### config.mk
export PLATFORM = sky130hd
export DESIGN_NAME = extended_utf8_char_decoder_flat
export DESIGN_NICKNAME = d
export VERILOG_FILES = /design/src/hw/rtl/eu8_pkg.sv /design/src/hw/rtl/eu8_in_if.sv /design/src/hw/rtl/eu8_out_if.sv /design/src/hw/rtl/eu8_decode.sv /design/src/hw/rtl/extended_utf8_char_decoder.sv /design/src/flat_wrapper.sv
export SDC_FILE = /design/constraint.sdc
export NUM_CORES = 1
export LEC_CHECK = 0
export CAP_MARGIN = 20
export CORE_ASPECT_RATIO = 1.4
export CORE_MARGIN = 8
export CORE_UTILIZATION = 25
export CTS_CLUSTER_DIAMETER = 30
export DETAILED_ROUTE_END_ITERATION = 10
export DONT_BUFFER_PORTS = 1
export PLACE_DENSITY = 0.37
export SLEW_MARGIN = 20
export SYNTH_ARGS = -nofsm -noshare
export SYNTH_HDL_FRONTEND = slang
export SYNTH_SLANG_ARGS = --single-unit
### constraint.sdc
create_clock -name clk -period 4.4 [get_ports clk]
set_clock_uncertainty 0.2 [all_clocks]
set_input_delay 0.22 -clock clk [delete_from_list [all_inputs] [get_ports clk]]
set_output_delay 0.22 -clock clk [all_outputs]
set_load 0.1 [all_outputs]
### src/hw/rtl/eu8_pkg.sv
package eu8_pkg;

  localparam int BYTE_W  = 8;
  localparam int AVAIL_W = 3;
  localparam int CP_W    = 32;
  localparam int LEN_W   = 3;
  localparam int RAW_W   = 31;
  localparam int ADDR_W  = 4;
  localparam int DATA_W  = 32;

  localparam logic [1:0] REG_MAX_CP   = 2'd0;
  localparam logic [1:0] REG_TRAP_LO  = 2'd1;
  localparam logic [1:0] REG_TRAP_HI  = 2'd2;
  localparam logic [1:0] REG_SENTINEL = 2'd3;

  localparam logic [CP_W-1:0] MAX_CP_RESET   = 32'h7FFF_FFFF;
  localparam logic [CP_W-1:0] TRAP_LO_RESET  = 32'h0000_D800;
  localparam logic [CP_W-1:0] TRAP_HI_RESET  = 32'h0000_DFFF;
  localparam logic [CP_W-1:0] SENTINEL_RESET = 32'hFFFF_FFFF;

  localparam logic [BYTE_W-1:0] MASK_E0 = 8'hE0;
  localparam logic [BYTE_W-1:0] MASK_F0 = 8'hF0;
  localparam logic [BYTE_W-1:0] MASK_F8 = 8'hF8;
  localparam logic [BYTE_W-1:0] MASK_FC = 8'hFC;
  localparam logic [BYTE_W-1:0] MASK_FE = 8'hFE;
  localparam logic [BYTE_W-1:0] LEAD_2  = 8'hC0;
  localparam logic [BYTE_W-1:0] LEAD_3  = 8'hE0;
  localparam logic [BYTE_W-1:0] LEAD_4  = 8'hF0;
  localparam logic [BYTE_W-1:0] LEAD_5  = 8'hF8;
  localparam logic [BYTE_W-1:0] LEAD_6  = 8'hFC;
  localparam logic [BYTE_W-1:0] ASCII_TOP = 8'h80;

  localparam logic [CP_W-1:0] LIMIT_1 = 32'h0000_007F;
  localparam logic [CP_W-1:0] LIMIT_2 = 32'h0000_07FF;
  localparam logic [CP_W-1:0] LIMIT_3 = 32'h0000_FFFF;
  localparam logic [CP_W-1:0] LIMIT_4 = 32'h0010_FFFF;
  localparam logic [CP_W-1:0] LIMIT_5 = 32'h03FF_FFFF;

  localparam logic [AVAIL_W-1:0] AVAIL_MAX = 3'd6;

  typedef struct packed {
    logic             ok;
    logic [LEN_W-1:0] len;
    logic [RAW_W-1:0] cp;
  } dec_t;

  function automatic logic [LEN_W-1:0] shortest_len(input logic [CP_W-1:0] cp);
    logic [LEN_W-1:0] n;
    if (cp <= LIMIT_1) n = 3'd1;
    else if (cp <= LIMIT_2) n = 3'd2;
    else if (cp <= LIMIT_3) n = 3'd3;
    else if (cp <= LIMIT_4) n = 3'd4;
    else if (cp <= LIMIT_5) n = 3'd5;
    else n = 3'd6;
    return n;
  endfunction

endpackage

### src/hw/rtl/eu8_in_if.sv
interface eu8_in_if;
  import eu8_pkg::*;

  logic               valid;
  logic               ready;
  logic [BYTE_W-1:0]  lead_byte;
  logic [BYTE_W-1:0]  cont_byte_1;
  logic [BYTE_W-1:0]  cont_byte_2;
  logic [BYTE_W-1:0]  cont_byte_3;
  logic [BYTE_W-1:0]  cont_byte_4;
  logic [BYTE_W-1:0]  cont_byte_5;
  logic [AVAIL_W-1:0] bytes_available;

  modport source (
    output valid, lead_byte, cont_byte_1, cont_byte_2, cont_byte_3, cont_byte_4,
           cont_byte_5, bytes_available,
    input  ready
  );

  modport sink (
    input  valid, lead_byte, cont_byte_1, cont_byte_2, cont_byte_3, cont_byte_4,
           cont_byte_5, bytes_available,
    output ready
  );
endinterface

### src/hw/rtl/eu8_out_if.sv
interface eu8_out_if;
  import eu8_pkg::*;

  logic             valid;
  logic             ready;
  logic [CP_W-1:0]  codepoint;
  logic [LEN_W-1:0] consumed;

  modport source (output valid, codepoint, consumed, input ready);
  modport sink (input valid, codepoint, consumed, output ready);
endinterface

### src/hw/rtl/eu8_decode.sv
module eu8_decode (
  input  logic [5:0][eu8_pkg::BYTE_W-1:0] bytes,
  input  logic [eu8_pkg::AVAIL_W-1:0]     avail,
  output eu8_pkg::dec_t                   dec
);
  import eu8_pkg::*;

  logic [BYTE_W-1:0]  b0;
  logic [AVAIL_W-1:0] avail_sat;
  logic [LEN_W-1:0]   len;
  logic               lead_ok;
  logic [5:0]         cont_ok;
  logic [5:0]         need;
  logic [5:0][5:0]    pl;

  assign b0 = bytes[0];

  // lead byte sets the length
  always_comb begin
    lead_ok = 1'b1;
    priority if (b0 < ASCII_TOP) len = 3'd1;
    else if ((b0 & MASK_E0) == LEAD_2) len = 3'd2;
    else if ((b0 & MASK_F0) == LEAD_3) len = 3'd3;
    else if ((b0 & MASK_F8) == LEAD_4) len = 3'd4;
    else if ((b0 & MASK_FC) == LEAD_5) len = 3'd5;
    else if ((b0 & MASK_FE) == LEAD_6) len = 3'd6;
    else begin
      len     = 3'd0;
      lead_ok = 1'b0;
    end
  end

  always_comb begin
    for (int k = 0; k < 6; k++) begin
      cont_ok[k] = (bytes[k][7:6] == 2'b10);
      pl[k]      = bytes[k][5:0];
      need[k]    = (k != 0) && (LEN_W'(k) < len);
    end
  end

  assign avail_sat = (avail > AVAIL_MAX) ? AVAIL_MAX : avail;

  always_comb begin
    dec.ok  = lead_ok && (avail_sat != '0) && (avail_sat >= len) &&
              ((cont_ok | ~need) == 6'h3F);
    dec.len = len;
    unique case (len)
      3'd1:    dec.cp = RAW_W'(b0[6:0]);
      3'd2:    dec.cp = RAW_W'({b0[4:0], pl[1]});
      3'd3:    dec.cp = RAW_W'({b0[3:0], pl[1], pl[2]});
      3'd4:    dec.cp = RAW_W'({b0[2:0], pl[1], pl[2], pl[3]});
      3'd5:    dec.cp = RAW_W'({b0[1:0], pl[1], pl[2], pl[3], pl[4]});
      3'd6:    dec.cp = {b0[0], pl[1], pl[2], pl[3], pl[4], pl[5]};
      default: dec.cp = '0;
    endcase
  end
endmodule

### src/hw/rtl/extended_utf8_char_decoder.sv
// a beat accepted from char_in shows at char_out once it has passed the three
//   register stages
// throughput: one beat per cycle while char_out.ready is high, set by the three register stages
//   (decode, range checks, result select) advancing on downstream ready
// reset: rst, synchronous active high, empties the pipeline and loads the
//   registers with max 0x7FFFFFFF, trap 0xD800..0xDFFF, sentinel 0xFFFFFFFF
module extended_utf8_char_decoder (
  input  logic                        clk,
  input  logic                        rst,
  eu8_in_if.sink                      char_in,
  eu8_out_if.source                   char_out,
  input  logic                        psel,
  input  logic                        penable,
  input  logic                        pwrite,
  input  logic [eu8_pkg::ADDR_W-1:0]  paddr,
  input  logic [eu8_pkg::DATA_W-1:0]  pwdata,
  output logic [eu8_pkg::DATA_W-1:0]  prdata,
  output logic                        pready
);
  import eu8_pkg::*;

  logic [CP_W-1:0] max_cp;
  logic [CP_W-1:0] trap_lo;
  logic [CP_W-1:0] trap_hi;
  logic [CP_W-1:0] sentinel;

  assign pready = 1'b1;

  always_ff @(posedge clk) begin
    if (rst) begin
      max_cp   <= MAX_CP_RESET;
      trap_lo  <= TRAP_LO_RESET;
      trap_hi  <= TRAP_HI_RESET;
      sentinel <= SENTINEL_RESET;
    end else if (psel && penable && pwrite) begin
      unique case (paddr[3:2])
        REG_MAX_CP:   max_cp   <= pwdata;
        REG_TRAP_LO:  trap_lo  <= pwdata;
        REG_TRAP_HI:  trap_hi  <= pwdata;
        REG_SENTINEL: sentinel <= pwdata;
        default: ;
      endcase
    end
  end

  always_comb begin
    unique case (paddr[3:2])
      REG_MAX_CP:   prdata = max_cp;
      REG_TRAP_LO:  prdata = trap_lo;
      REG_TRAP_HI:  prdata = trap_hi;
      REG_SENTINEL: prdata = sentinel;
      default:      prdata = '0;
    endcase
  end

  // pipeline control
  logic v1, v2, v3;
  logic adv1, adv2, adv3;

  assign adv3 = !v3 || char_out.ready;
  assign adv2 = !v2 || adv3;
  assign adv1 = !v1 || adv2;
  assign char_in.ready = adv1;

  always_ff @(posedge clk) begin
    if (rst) begin
      v1 <= 1'b0;
      v2 <= 1'b0;
      v3 <= 1'b0;
    end else begin
      if (adv1) v1 <= char_in.valid;
      if (adv2) v2 <= v1;
      if (adv3) v3 <= v2;
    end
  end

  // stage 1: structural decode
  dec_t dec_c;
  dec_t s1;

  eu8_decode u_decode (
    .bytes ({char_in.cont_byte_5, char_in.cont_byte_4, char_in.cont_byte_3,
             char_in.cont_byte_2, char_in.cont_byte_1, char_in.lead_byte}),
    .avail (char_in.bytes_available),
    .dec   (dec_c)
  );

  always_ff @(posedge clk) begin
    if (adv1) s1 <= dec_c;
  end

  // stage 2: limit, trap range, sentinel and overlong checks
  logic [CP_W-1:0]  cp1;
  logic             s2_ok;
  logic [LEN_W-1:0] s2_len;
  logic [CP_W-1:0]  s2_cp;
  logic             allowed;

  assign cp1 = CP_W'(s1.cp);
  assign allowed = (cp1 <= max_cp) && !((cp1 >= trap_lo) && (cp1 <= trap_hi)) &&
                   (cp1 != sentinel) && (shortest_len(cp1) == s1.len);

  always_ff @(posedge clk) begin
    if (adv2) begin
      s2_ok  <= s1.ok && allowed;
      s2_len <= s1.len;
      s2_cp  <= cp1;
    end
  end

  // stage 3: output register
  always_ff @(posedge clk) begin
    if (adv3) begin
      char_out.codepoint <= s2_ok ? s2_cp : sentinel;
      char_out.consumed  <= s2_ok ? s2_len : '0;
    end
  end

  assign char_out.valid = v3;
endmodule
### src/flat_wrapper.sv
// flat-port wrapper written by rule: the top's interface ports become plain ports
module extended_utf8_char_decoder_flat import eu8_pkg::*;
  (clk, rst, psel, penable, pwrite, paddr, pwdata, prdata, pready, char_in_valid, char_in_lead_byte, char_in_cont_byte_1, char_in_cont_byte_2, char_in_cont_byte_3, char_in_cont_byte_4, char_in_cont_byte_5, char_in_bytes_available, char_in_ready, char_out_valid, char_out_codepoint, char_out_consumed, char_out_ready);
  eu8_in_if char_in_i ();
  eu8_out_if char_out_i ();
  input  logic clk;
  input  logic rst;
  input  logic psel;
  input  logic penable;
  input  logic pwrite;
  input  logic [eu8_pkg::ADDR_W-1:0] paddr;
  input  logic [eu8_pkg::DATA_W-1:0] pwdata;
  output logic [eu8_pkg::DATA_W-1:0] prdata;
  output logic pready;
  input wire logic [$bits(char_in_i.valid)-1:0] char_in_valid;
  input wire logic [$bits(char_in_i.lead_byte)-1:0] char_in_lead_byte;
  input wire logic [$bits(char_in_i.cont_byte_1)-1:0] char_in_cont_byte_1;
  input wire logic [$bits(char_in_i.cont_byte_2)-1:0] char_in_cont_byte_2;
  input wire logic [$bits(char_in_i.cont_byte_3)-1:0] char_in_cont_byte_3;
  input wire logic [$bits(char_in_i.cont_byte_4)-1:0] char_in_cont_byte_4;
  input wire logic [$bits(char_in_i.cont_byte_5)-1:0] char_in_cont_byte_5;
  input wire logic [$bits(char_in_i.bytes_available)-1:0] char_in_bytes_available;
  output wire logic [$bits(char_in_i.ready)-1:0] char_in_ready;
  output wire logic [$bits(char_out_i.valid)-1:0] char_out_valid;
  output wire logic [$bits(char_out_i.codepoint)-1:0] char_out_codepoint;
  output wire logic [$bits(char_out_i.consumed)-1:0] char_out_consumed;
  input wire logic [$bits(char_out_i.ready)-1:0] char_out_ready;
  assign char_in_i.valid = char_in_valid;
  assign char_in_i.lead_byte = char_in_lead_byte;
  assign char_in_i.cont_byte_1 = char_in_cont_byte_1;
  assign char_in_i.cont_byte_2 = char_in_cont_byte_2;
  assign char_in_i.cont_byte_3 = char_in_cont_byte_3;
  assign char_in_i.cont_byte_4 = char_in_cont_byte_4;
  assign char_in_i.cont_byte_5 = char_in_cont_byte_5;
  assign char_in_i.bytes_available = char_in_bytes_available;
  assign char_in_ready = char_in_i.ready;
  assign char_out_valid = char_out_i.valid;
  assign char_out_codepoint = char_out_i.codepoint;
  assign char_out_consumed = char_out_i.consumed;
  assign char_out_i.ready = char_out_ready;
  extended_utf8_char_decoder u_core (.clk(clk), .rst(rst), .char_in(char_in_i), .char_out(char_out_i), .psel(psel), .penable(penable), .pwrite(pwrite), .paddr(paddr), .pwdata(pwdata), .prdata(prdata), .pready(pready));
endmodule
# After elaboration in Yosys (flattened, before gate mapping)
# Cells that the tools add are included.
# W data, S select, Z words.
# op_classes
eq_ne,23
n_lt_le_gt_ge,16
n_addsub,0
div,0
mul,0
bitwise_logic,2
mux,21
shift,0
reduce_logical,23
# op_table
op,count
$pmux W31 S6,1
$pmux W32 S4,1
$le A31 B32 Y1,2
$mux W3,11
$ge A31 B32 Y1,1
$ne A31 B32 Y1,1
$le A31 B11 Y1 const B,1
$le A31 B16 Y1 const B,1
$le A31 B21 Y1 const B,1
$le A31 B26 Y1 const B,1
$le A31 B7 Y1 const B,1
$mux W31,1
$eq A2 B2 Y1 const B,8
$eq A3 B3 Y1 const B,4
$eq A6 B6 Y1 const B,2
$logic_and A1 B1 Y1,10
$lt A8 B8 Y1 const B,1
$reduce_and A2 Y1,4
$eq A7 B7 Y1 const B,1
$eq A3 B2 Y1 const B,2
$lt A2 B3 Y1 const A,2
$lt A3 B3 Y1 const A,2
$mux W1,6
$not A6 Y6,1
other kinds (14),19
# totals
mem_bits_ro,0
register_bits,236
out_inout_bits,70
mem_bits_rw,0
mem_count,0
elab_cells,101
latch_bits,0

# Longest topological paths before layout
# logic_depth
ltp_word,12
mapped_depth,12
ltp_nobuf,11

# Cells and area by module
# A second synthesis with hierarchy kept.
# unflattened
cells_unflattened,1279
hier_area_um2,12644.6
# by_module_without_submodules
module,area_per_inst_um2,instances,cells_per_inst,seq_area_each_um2
extended_utf8_char_decoder,11613.6,1,1111,5775.5
eu8_decode,1031.0,1,168,0.0

# Worst setup path after synthesis
# Ideal clock, no wire load.
# synth_timing
path_type,reg2reg
from,"register u_core.v3, in the netlist u_core.char_out.valid"
to,register u_core.s1 (netlist bit u_core.cp1[0]) (enable)
setup_ps,709
t_required_ps,3491
path_slack_ps,993
path_stages_with_launch,4
n_path_buf,0
synth_period_minus_slack_ps,3407
arrival_ps,2498
path_cell_list,dfxtp_1 -> nor2b_1 -> and2_1 -> nand2_1
# synth_via
elab_chain_cells,4
# synth_rtl
item,line,rtl
"start, declared",extended_utf8_char_decoder.sv:57,"logic v1, v2, v3;"
"start signal, assigned",extended_utf8_char_decoder.sv:73,if (adv3) v3 <= v2;
$logic_not A1 Y1,extended_utf8_char_decoder.sv:60,assign adv3 = !v3 || char_out.ready;
$logic_or A1 B1 Y1,extended_utf8_char_decoder.sv:60,
$logic_or A1 B1 Y1,extended_utf8_char_decoder.sv:61,assign adv2 = !v2 || adv3;
$logic_or A1 B1 Y1,extended_utf8_char_decoder.sv:62,assign adv1 = !v1 || adv2;
via char_in_ready,flat_wrapper.sv:23,output wire logic [$bits(char_in_i.ready)-1:0] char_in_ready;
"end signal, assigned",extended_utf8_char_decoder.sv:89,if (adv1) s1 <= dec_c;
"end, declared",extended_utf8_char_decoder.sv:79,dec_t s1;
# The timed path passes the listed nets, and every way through them passes these cells.
# A chain may end at the register's enable or synchronous reset.

==> results.toml <==
[status]
status = "finished, final reports clean"

[yosys]
yosys_warnings = 0
yosys.cell_types.count = 70
syn_area_per_cell_um2 = 10.1
synth_most_common_cell = "nand2_1"
synth_nets = 1431
ys_top_cells_by_count = "243 x nand2_1, 131 x dfxtp_1, 107 x inv_1"
synth_top_area_frac = 0.252
yosys-top-cells-area = "edfxtp_1 25%, dfxtp_1 21%, ha_1 9.6%"
yosys.area.top_type = "edfxtp_1"
synth_area_um2 = 12500
syn_inst = 1241
seq_area_frac_synth = 0.462
ys.flop_type = "dfxtp_1"
ys_ff_latch = 236
synth_edf_count = 105
async_flop_share = 0

[grt]
gr-total-overflow = 0
use_met1 = 0.196
use_met2 = 0.287
grt_use_met3 = 0.0343
grt_max_degree = 63
grt_pass1_vias = 10501
grt_pass1_wl_mm = 70.5
grt_antenna_before_repair = 4
globalRoute.busiestLayer = "met2"
track_usage = 0.165

[floorplan]
die_y_um = 281
dieArea_um2 = 57500
initial_core_util = 0.251
core-area_um2 = 49800
die_w_um = 205
rows = 97
ios = 164

[power]
power_frac_seq = 0.361
cellLeakagePower_uw = 0.00646
worst_ir_drop_vdd_uv = 254
power_frac_comb = 0.092
switching_share = 0.276
p_clk_frac = 0.546
p_switching_uw = 2050
p_per_area_nw_per_um2 = 463
p_int_uw = 5400

[critical_path]
startpoint_type = "input pin"
r2r-end = "u_core.s2_ok"
path_class = "in -> reg"
critPathRequiredTime_ps = 4510
rrSetupSlack_ps = 1440
reg2reg_depth = 7
end_kind = "flip-flop"
r2r-start = "u_core.cp1[21]"
critPathArrivalTime_ps = 3850
crit_path_max_fanout = 10

[placement]
dp_hpwl_mm = 33.2
place_congestion = 0.823
io_buffer_count = 0

[cells_and_area]
final_nets = 1538
multi_input_area_um2 = 6080
drive_above_1_share = 0.135
seqCellArea_um2 = 5780
nFillCells = 5123
areaGrowthSynthToFinish_pct = 28.8

[sta]
rsz0062_at_grt = "false"
setup_viol = 0
fmax_mhz = 267
worst_pin_slew_ps = 1010
slew_violations = 0
finalHoldViolCount = 0
fin_tns_setup_ps = 0
hold_ws_ps = 38.7
fin_crit_sh = 0.850
relSlewSlack = 0.322
min_period_ps = 3740

[worst_hold_path]
hold_depth = 5
whs_endpoint = "u_core.cp1[9]"
hp-class = "in -> reg"
hp-start = "char_in_lead_byte[4]"

[cts]
htreeDepth = 2
clk_pin_slew_worst_paths_ps = 40
clk_latency_ps = 560
clockRootBuffer = "clkbuf_16"
cts-buffers-inserted = 55
cts_max_path_buffers = 3
clock_sinks = 236
cts_tree = "yes"
cts_resized = 0

[routing]
drtIter0Drc = 534
vias_per_cell = 4.88
wl_per_cell_um = 23.4
routed_wl_mm = 47.7
dr.pass1.iters = 6
vias = 9970
drc_errors = 0
final_antenna_net_count = 0

[flow_run]
maxCapViolCount = 0
[critical path: stages]
cell	delay, ps
dlygate4sd3_1	720
o211ai_1	230
dlygate4sd3_1	570
nand3_1	150
ha_1	340
a21o_1	150
a21oi_1	160
a21oi_1	60
o31ai_1	80
dlygate4sd3_1	570
a21oi_1	40
dlygate4sd3_1	550
[worst max path at each step]
stage,from,endpoint,slack [ps]
floorplan,u_core.char_out.valid,u_core.cp1[0],990
global placement,u_core.cp1[20],u_core.s2_ok,1290
detailed placement,u_core.cp1[21],u_core.s2_ok,1320
CTS,char_in_lead_byte[1],u_core.s1[34],750
global route,char_in_lead_byte[1],u_core.s1[34],500
finish,char_in_lead_byte[1],u_core.s1[34],660
[metrics by stage]
step / total power [uW] / std cells / area, um2 / utilization / setup slack, ps
floorplan: 3180 / 1241 / 12500 / - / 993
global placement: 3320 / 1829 / 13200 / 0.264 / 1290
detailed placement: 3320 / 1829 / 13200 / 0.264 / 1320
CTS: 7550 / 2036 / 16100 / 0.323 / 749
global route: 7680 / 2040 / 16100 / 0.323 / 498
finish: 7450 / 2041 / 16100 / 0.323 / 661
[layer usage]
metal,up-vias,share of wire
met5,-,0
met4,0,0.034
met3,97,0.056
met2,328,0.50
met1,4805,0.41
li1,4740,-
[cell families (layout without fill, tap and decap cells)]
group / count (synthesis) / after routing / synth area share
simple gates: 398 / 398 / 0.149
compound gates: 238 / 238 / 0.129
flops: 236 / 236 / 0.462
buf+inv: 175 / 327 / 0.0532
fa+ha+maj: 96 / 96 / 0.0961
mux: 65 / 65 / 0.0872
xor+xnor: 32 / 32 / 0.0230
other cells: 1 / 6 / 0.000300
[area by class of cell]
type,count,area share
Multi-Input combinational cell,830,0.378
Sequential cell,236,0.359
Clock buffer,76,0.0961
Timing Repair Buffer,117,0.0720
Tap cell,643,0.0500
Inverter,108,0.0253
Clock inverter,26,0.0191
Antenna cell,5,0.000777
[cells in the final DEF (no fill, tap or decap), types with 8 or more instances in the layout]
master	netlist	final
a222oi_1	14	14
edfxtp_1	105	105
nand4_1	12	12
a22oi_1	9	9
o21ai_0	20	20
nand2_1	243	242
clkinvlp_4	0	8
inv_1	107	106
nand3_1	46	46
a21o_1	8	8
o211ai_1	53	53
dlygate4sd3_1	0	104
nor4_1	11	11
a22o_1	9	9
ha_1	96	96
dfxtp_1	131	131
clkbuf_1	62	13
and2_1	9	8
nor2_1	26	24
mux2_2	31	31
a21oi_1	83	83
clkbuf_16	0	56
xor2_1	31	31
buf_4	1	12
mux4_2	32	32
[flip-flops by register name, summed over array words and instances, names as in the netlist]
register                   flops
u_core.char_out.codepoint     32
u_core.char_out.consumed       3
u_core.char_out.valid          1
u_core.cp1                    31
u_core.max_cp                 32
u_core.s1                      4
u_core.s2_cp                  31
u_core.s2_len                  3
u_core.s2_ok                   1
u_core.sentinel               32
u_core.trap_hi                32
u_core.trap_lo                32
u_core.v1                      1
u_core.v2                      1
[power groups by stage]
| stage | clock, uW | sequential [uW] | combinational, uW |
|---|---|---|---|
| final | 4070 | 2690 | 689 |
| after global routing | 4250 | 2700 | 736 |
| after CTS | 4160 | 2700 | 700 |
| after detailed placement | 0 | 2730 | 583 |
| after global placement | 0 | 2740 | 581 |
| after floorplan | 0 | 2690 | 491 |
[timing repair]
| item | 4_1_cts | 5_1_grt |
|---|---|---|
| endpoints found under the hold margin | 166 | 0 |
| endpoints found under the setup margin | 0 | 0 |
| setup buffers | 0 | 0 |
| hold buffers | 105 | 0 |
(Power assumes the default switching activity.)
